### src/rtl/core/tod_pkg.sv
// shared constants, types and helpers for the time-of-day string parser
`timescale 1ns / 1ps

package tod_pkg;

  localparam logic [7:0] CHAR_NUL   = 8'h00;
  localparam logic [7:0] CHAR_ZERO  = 8'h30;
  localparam logic [7:0] CHAR_NINE  = 8'h39;
  localparam logic [7:0] CHAR_COLON = 8'h3A;
  localparam logic [7:0] CHAR_DOT   = 8'h2E;

  localparam logic [3:0] POS_MAX   = 4'd12;
  localparam logic [3:0] LEN_HM    = 4'd5;
  localparam logic [3:0] LEN_HMS   = 4'd8;
  localparam logic [3:0] LEN_HMSM  = 4'd12;

  localparam logic [6:0] MAX_HOUR   = 7'd23;
  localparam logic [6:0] MAX_MINSEC = 7'd59;
  localparam logic [9:0] MAX_MILLI  = 10'd999;

  typedef struct packed {
    logic       valid_res;
    logic [4:0] hour_value;
    logic [5:0] minute_value;
    logic [5:0] second_value;
    logic [9:0] milli_value;
  } tod_result_t;

  // value * 10 + digit, kept to 10 bits
  function automatic logic [9:0] mul10_add(input logic [9:0] value, input logic [3:0] digit);
    logic [9:0] times8;
    logic [9:0] times2;
    begin
      times8 = {value[6:0], 3'b000};
      times2 = {value[8:0], 1'b0};
      mul10_add = times8 + times2 + {6'd0, digit};
    end
  endfunction

endpackage

### src/rtl/core/tod_parse.sv
// parser state and per-character decode with end-of-string check
`timescale 1ns / 1ps

module tod_parse import tod_pkg::*; (
  input  logic        clk,
  input  logic        rst_n,
  input  logic        step,
  input  logic [7:0]  char_code,
  input  logic        last,
  output tod_result_t res
);

  logic [3:0] pos_r, pos_nxt, pos_upd;
  logic       err_r, err_nxt, err_upd;
  logic       term_r, term_nxt, term_upd;
  logic [6:0] hour_r, hour_nxt, hour_upd;
  logic [6:0] min_r, min_nxt, min_upd;
  logic [6:0] sec_r, sec_nxt, sec_upd;
  logic [9:0] milli_r, milli_nxt, milli_upd;
  logic       is_dig;
  logic [3:0] digit;
  logic [9:0] hour_x10, min_x10, sec_x10, milli_x10;
  logic       len_ok;
  logic       ok;

  assign is_dig    = (char_code >= CHAR_ZERO) && (char_code <= CHAR_NINE);
  assign digit     = 4'(char_code - CHAR_ZERO);
  assign hour_x10  = mul10_add({3'd0, hour_r}, digit);
  assign min_x10   = mul10_add({3'd0, min_r}, digit);
  assign sec_x10   = mul10_add({3'd0, sec_r}, digit);
  assign milli_x10 = mul10_add(milli_r, digit);

  always_comb begin
    pos_upd   = pos_r;
    err_upd   = err_r;
    term_upd  = term_r;
    hour_upd  = hour_r;
    min_upd   = min_r;
    sec_upd   = sec_r;
    milli_upd = milli_r;
    if (!term_r) begin
      if (char_code == CHAR_NUL) begin
        term_upd = 1'b1;
      end else begin
        unique case (pos_r)
          4'd0, 4'd1: begin
            if (is_dig) hour_upd = hour_x10[6:0];
            else err_upd = 1'b1;
          end
          4'd3, 4'd4: begin
            if (is_dig) min_upd = min_x10[6:0];
            else err_upd = 1'b1;
          end
          4'd6, 4'd7: begin
            if (is_dig) sec_upd = sec_x10[6:0];
            else err_upd = 1'b1;
          end
          4'd9, 4'd10, 4'd11: begin
            if (is_dig) milli_upd = milli_x10;
            else err_upd = 1'b1;
          end
          4'd2, 4'd5: begin
            if (char_code != CHAR_COLON) err_upd = 1'b1;
          end
          4'd8: begin
            if (char_code != CHAR_DOT) err_upd = 1'b1;
          end
          default: begin
            err_upd = 1'b1;
          end
        endcase
        if (pos_r < POS_MAX) pos_upd = pos_r + 4'd1;
      end
    end
  end

  assign len_ok = (pos_upd == LEN_HM) || (pos_upd == LEN_HMS) || (pos_upd == LEN_HMSM);
  assign ok = !err_upd && len_ok && (hour_upd <= MAX_HOUR) && (min_upd <= MAX_MINSEC)
           && (sec_upd <= MAX_MINSEC) && (milli_upd <= MAX_MILLI);

  always_comb begin
    res.valid_res    = ok;
    res.hour_value   = ok ? hour_upd[4:0] : 5'd0;
    res.minute_value = ok ? min_upd[5:0]  : 6'd0;
    res.second_value = ok ? sec_upd[5:0]  : 6'd0;
    res.milli_value  = ok ? milli_upd     : 10'd0;
  end

  // a string end clears everything for the next string
  always_comb begin
    pos_nxt   = pos_r;
    err_nxt   = err_r;
    term_nxt  = term_r;
    hour_nxt  = hour_r;
    min_nxt   = min_r;
    sec_nxt   = sec_r;
    milli_nxt = milli_r;
    if (step) begin
      if (last) begin
        pos_nxt   = 4'd0;
        err_nxt   = 1'b0;
        term_nxt  = 1'b0;
        hour_nxt  = 7'd0;
        min_nxt   = 7'd0;
        sec_nxt   = 7'd0;
        milli_nxt = 10'd0;
      end else begin
        pos_nxt   = pos_upd;
        err_nxt   = err_upd;
        term_nxt  = term_upd;
        hour_nxt  = hour_upd;
        min_nxt   = min_upd;
        sec_nxt   = sec_upd;
        milli_nxt = milli_upd;
      end
    end
  end

  always_ff @(posedge clk) begin
    if (!rst_n) begin
      pos_r   <= 4'd0;
      err_r   <= 1'b0;
      term_r  <= 1'b0;
      hour_r  <= 7'd0;
      min_r   <= 7'd0;
      sec_r   <= 7'd0;
      milli_r <= 10'd0;
    end else begin
      pos_r   <= pos_nxt;
      err_r   <= err_nxt;
      term_r  <= term_nxt;
      hour_r  <= hour_nxt;
      min_r   <= min_nxt;
      sec_r   <= sec_nxt;
      milli_r <= milli_nxt;
    end
  end

endmodule

### src/rtl/core/time_of_day_string_parser.sv
// top level: time string parser with registered input and result stages
//
// usage:
//   in_*  : one ascii character per transaction, in_tlast marks the final
//           character of a string; a zero byte ends the string early and the
//           characters after it up to in_tlast are dropped
//   out_* : one result per string, sent for the in_tlast transaction only;
//           out_tuser is the valid flag, out_tdata holds hour, minute,
//           second and millisecond (all zero when the string is not valid)
//   accepted forms are HH:MM, HH:MM:SS and HH:MM:SS.mmm
// path: a string's final character is held in the input register, then its result
//   goes into the result register once that is free, which raises out_tvalid
// throughput: one character per cycle while no final character waits behind a held
//   result, set by the single decode stage between the input and result registers
// reset: clears both stages and the parser state; a string in progress is lost
// stall: while out_tready is low a pending result holds; the input register
//   still takes characters that make no result, and in_tready drops only when
//   a final character is waiting behind a held result
`timescale 1ns / 1ps

module time_of_day_string_parser import tod_pkg::*; (
  input  logic        clk,
  input  logic        rst_n,
  input  logic        in_tvalid,
  output logic        in_tready,
  input  logic [7:0]  in_tdata,   // [7:0] char_code
  input  logic        in_tlast,
  output logic        out_tvalid,
  input  logic        out_tready,
  output logic [31:0] out_tdata,  // [4:0] hour_value, [10:5] minute_value,
                                  // [16:11] second_value, [26:17] milli_value, rest zero
  output logic [0:0]  out_tuser   // [0] valid_res
);

  logic        s1_valid_r, s1_valid_nxt;
  logic [7:0]  s1_char_r;
  logic        s1_last_r;
  logic        out_valid_r, out_valid_nxt;
  tod_result_t out_res_r;
  tod_result_t res;
  logic        out_free;
  logic        step;
  logic        in_take;

  assign out_free  = !out_valid_r || out_tready;
  assign step      = s1_valid_r && (!s1_last_r || out_free);
  assign in_tready = !s1_valid_r || step;
  assign in_take   = in_tvalid && in_tready;

  tod_parse u_parse (
    .clk       (clk),
    .rst_n     (rst_n),
    .step      (step),
    .char_code (s1_char_r),
    .last      (s1_last_r),
    .res       (res)
  );

  always_comb begin
    s1_valid_nxt = s1_valid_r;
    if (in_take) s1_valid_nxt = 1'b1;
    else if (step) s1_valid_nxt = 1'b0;
  end

  always_comb begin
    out_valid_nxt = out_valid_r;
    if (step && s1_last_r) out_valid_nxt = 1'b1;
    else if (out_tready) out_valid_nxt = 1'b0;
  end

  always_ff @(posedge clk) begin
    if (!rst_n) begin
      s1_valid_r  <= 1'b0;
      out_valid_r <= 1'b0;
    end else begin
      s1_valid_r  <= s1_valid_nxt;
      out_valid_r <= out_valid_nxt;
    end
  end

  always_ff @(posedge clk) begin
    if (in_take) begin
      s1_char_r <= in_tdata;
      s1_last_r <= in_tlast;
    end
    if (step && s1_last_r) begin
      out_res_r <= res;
    end
  end

  assign out_tvalid = out_valid_r;
  assign out_tuser  = out_res_r.valid_res;
  assign out_tdata  = {5'd0, out_res_r.milli_value, out_res_r.second_value,
                       out_res_r.minute_value, out_res_r.hour_value};

endmodule

### config.mk
export PLATFORM = sky130hd
export DESIGN_NAME = time_of_day_string_parser
export DESIGN_NICKNAME = d
export VERILOG_FILES = /design/src/rtl/core/tod_pkg.sv /design/src/rtl/core/tod_parse.sv /design/src/rtl/core/time_of_day_string_parser.sv
export SDC_FILE = /design/constraint.sdc
export NUM_CORES = 1
export LEC_CHECK = 0
export BUFFER_PORTS_ARGS = -buffer_cell sky130_fd_sc_hd__buf_2
export CAP_MARGIN = 20
export CORE_MARGIN = 2
export CORE_UTILIZATION = 41
export DETAILED_ROUTE_END_ITERATION = 6
export PLACE_DENSITY_LB_ADDON = 0.3
export REMOVE_ABC_BUFFERS = 1
export SYNTH_ARGS = -nofsm -noshare
export SYNTH_HDL_FRONTEND = slang
export SYNTH_SLANG_ARGS = --single-unit
export TNS_END_PERCENT = 10
### constraint.sdc
create_clock -name clk -period 10.2 [get_ports clk]
set_clock_uncertainty 0.05 [all_clocks]
set_input_delay 1.53 -clock clk [delete_from_list [all_inputs] [get_ports clk]]
set_output_delay 1.53 -clock clk [all_outputs]
set_load 0.01 [all_outputs]
==> metrics.cfg <==
[status]
outcome=finished clean

[power_and_ir_drop]
cellLeakagePower_nw=2.060
ir_worst_vdd_v=0.00008728
pwr_density_cell_mw_per_mm2=123.2
power_uw=686.2

[clock_network]
postCtsSetupBuffers=0
clockBufferDepth=2
numCtsBuffers=9
cts_root_buffer=clkbuf_16
path_clk_slew_ps=60
clkLatencyLatePin_ps=340
hold_buffers=0
cts_resized=0
cts_tree=done
cts_max_level=3
cts.sinks=76

[placement]
portBuffers=42
place_hpwl_um=8172
gp_congestion=0.8952

[global_route]
grt_pass1_vias=3684
antenna_found_initial=0
grt_overflow=0
grt_max_degree=39
grt_usage=0.1795
grt_pass1_wl_um=18330

[layout]
final_cell_mix=42 x ha_1, 42 x buf_2, 39 x nor2b_1, 39 x dfxtp_1, 37 x edfxtp_1
diodes=0
nets=574
synthToLayoutAreaGrowth_pct=11.58
fill_cells=1121
drive_gt1_frac=0.1864

[worst_setup_path]
setup.worst_path.end_class=flip-flop
cp.arrival_ps=4240
crit_start=s1_char_r[3]$_DFFE_PP_
critPathLaunchType=flip-flop
r2r_slack_ps=6000
crit_end=out_tdata[25]$_SDFFCE_PN0P_
critPathKind=reg -> reg
crit_required_ps=10250
worst-r2r-cell-count=11
cp_max_fo=28
worstReg2RegStart=s1_char_r[3]$_DFFE_PP_
r2r_end=out_tdata[25]$_SDFFCE_PN0P_

[synthesis]
synth_area_leaders=edfxtp_1 22%, dfxtp_1 16%, ha_1 11%
syn_inst=474
synth_seq_cells=76
yosysUniqueCellTypes=64
ys.flop_type=dfxtp_1
ys_async_sr_fraction=0
synth_top_area_share=0.2226
ys_seq_area_frac=0.3790
syn_area_mm2=0.004991
synth-edff-count=37
syn_area_per_cell_um2=10.53
yosysTopAreaCell=edfxtp_1
yosysWarnings=0

[sta]
worstMarginPinSlew_ps=997.5
relSlewSlack=0.3288
fmax_mhz=238.3
rsz0062_at_grt=false
period_needed_ps=4196
tns_ps=0
final-setup-viol-count=0
finalMaxSlewViolations=0
final-hold-violation-count=0
period_share=0.4114

[detailed_routing]
drt_iter0_markers=199
wl_per_cell_um=16.89
routed_wl_um=11180
route.detailed.drc=0
ant_nets=0
first_pass_iters=4
vias=3708
via_per_inst=5.601

[floorplanning]
die_area_mm2=0.01307
initial_core_util=0.4173
coreArea_mm2=0.01196
die_w_um=114.3
die-height_um=114.3
io_pins=48
row_count=40

[worst_hold_path]
hold_class=reg -> reg

[job]
cap_violations=0

area by class of cell:
type	count	area, µm²	area share
tap	147	183.9	0.03303
timing repair buffer	45	232.7	0.04179
clock buffer	11	242.7	0.04359
inverter	35	131.4	0.02359
multi-input combinational	344	2836	0.5093
clock inverter	4	50.05	0.008987
sequential	76	1892	0.3397
flip-flops by register name, indices dropped and copies added (netlist names), 4 cells and up:
register,count
u_parse.milli_r,10
u_parse.pos_r,4
u_parse.min_r,7
s1_char_r,8
u_parse.hour_r,7
u_parse.sec_r,7
out_tdata,27
layer usage:
layer  vias up  track usage  part of all wire  wire length, µm
met5         -            0                 0                0
met4         0      0.07561             0.023              252
met3        19      0.02806             0.041              453
met2       104       0.3040              0.48             5331
met1      1780       0.2285              0.46             5145
li1       1805            -                 -                -
cell usage after synthesis, drive strengths merged, types with 13 or more instances:
| master | instances |
|---|---|
| nor2b | 40 |
| ha | 42 |
| nor2 | 15 |
| nor3 | 34 |
| nand2 | 19 |
| mux2i | 23 |
| edfxtp | 37 |
| a21oi | 14 |
| dfxtp | 39 |
| buf | 13 |
| a22oi | 22 |
| xnor2 | 13 |
| o21ai | 19 |
| inv | 35 |
worst min-delay path by stage:
stage / endpoint / start / slack, ps / cells past startpoint
3_3_place_gp: u_parse.milli_r[9]$_SDFFE_PN0P_ / u_parse.milli_r[9]$_SDFFE_PN0P_ / 440 / 2
6_report: u_parse.hour_r[6]$_SDFFE_PN0P_ / u_parse.hour_r[6]$_SDFFE_PN0P_ / 460 / 2
4_1_cts: u_parse.milli_r[9]$_SDFFE_PN0P_ / u_parse.milli_r[9]$_SDFFE_PN0P_ / 470 / 2
2_1_floorplan: u_parse.hour_r[6]$_SDFFE_PN0P_ / u_parse.hour_r[6]$_SDFFE_PN0P_ / 420 / 2
5_1_grt: u_parse.hour_r[6]$_SDFFE_PN0P_ / u_parse.hour_r[6]$_SDFFE_PN0P_ / 500 / 2
3_5_place_dp: u_parse.milli_r[9]$_SDFFE_PN0P_ / u_parse.milli_r[9]$_SDFFE_PN0P_ / 450 / 2
where the power goes:
group | internal [mW] | switching, mW | leakage (nW)
registers | 0.325 | 0.00636 | 0.655
clock network | 0.194 | 0.124 | 0.138
logic | 0.0133 | 0.0231 | 1.27
total | 0.533 | 0.153 | 2.06
logic make-up after synthesis:
kind of cell | share of synthesized area
AO/OA/AOI/OAI | 0.1512
XOR/XNOR | 0.04036
adder cells (fa/ha/maj) | 0.1374
buffers and inverters | 0.05615
flip-flops | 0.3790
multiplexers | 0.05064
other | 0.0007513
AND/OR/NAND/NOR | 0.1845
metrics by stage:
| step | instances | setup slack [ps] | instance area, µm² | util | hold slack, ps |
|---|---|---|---|---|---|
| floorplan | 455 | 5680 | 4857 | - | 422.3 |
| global placement | 647 | 6110 | 5276 | 0.4411 | 440.4 |
| detailed placement | 647 | 6029 | 5276 | 0.4411 | 450.4 |
| CTS | 662 | 6014 | 5569 | 0.4656 | 465.3 |
| global route | 662 | 5666 | 5569 | 0.4656 | 504.9 |
| finish | 662 | 6004 | 5569 | 0.4656 | 459.0 |
worst max-delay path, stage by stage (launching register included):
cell	delay (ps)
edfxtp_1	380
inv_1	210
fa_1	580
inv_1	70
fa_1	460
a21o_1	190
a21oi_1	170
xnor2_1	170
o221ai_1	220
a2111oi_4	380
nand4_4	530
a2111oi_1	540
Power figures use the tool's default switching activity.
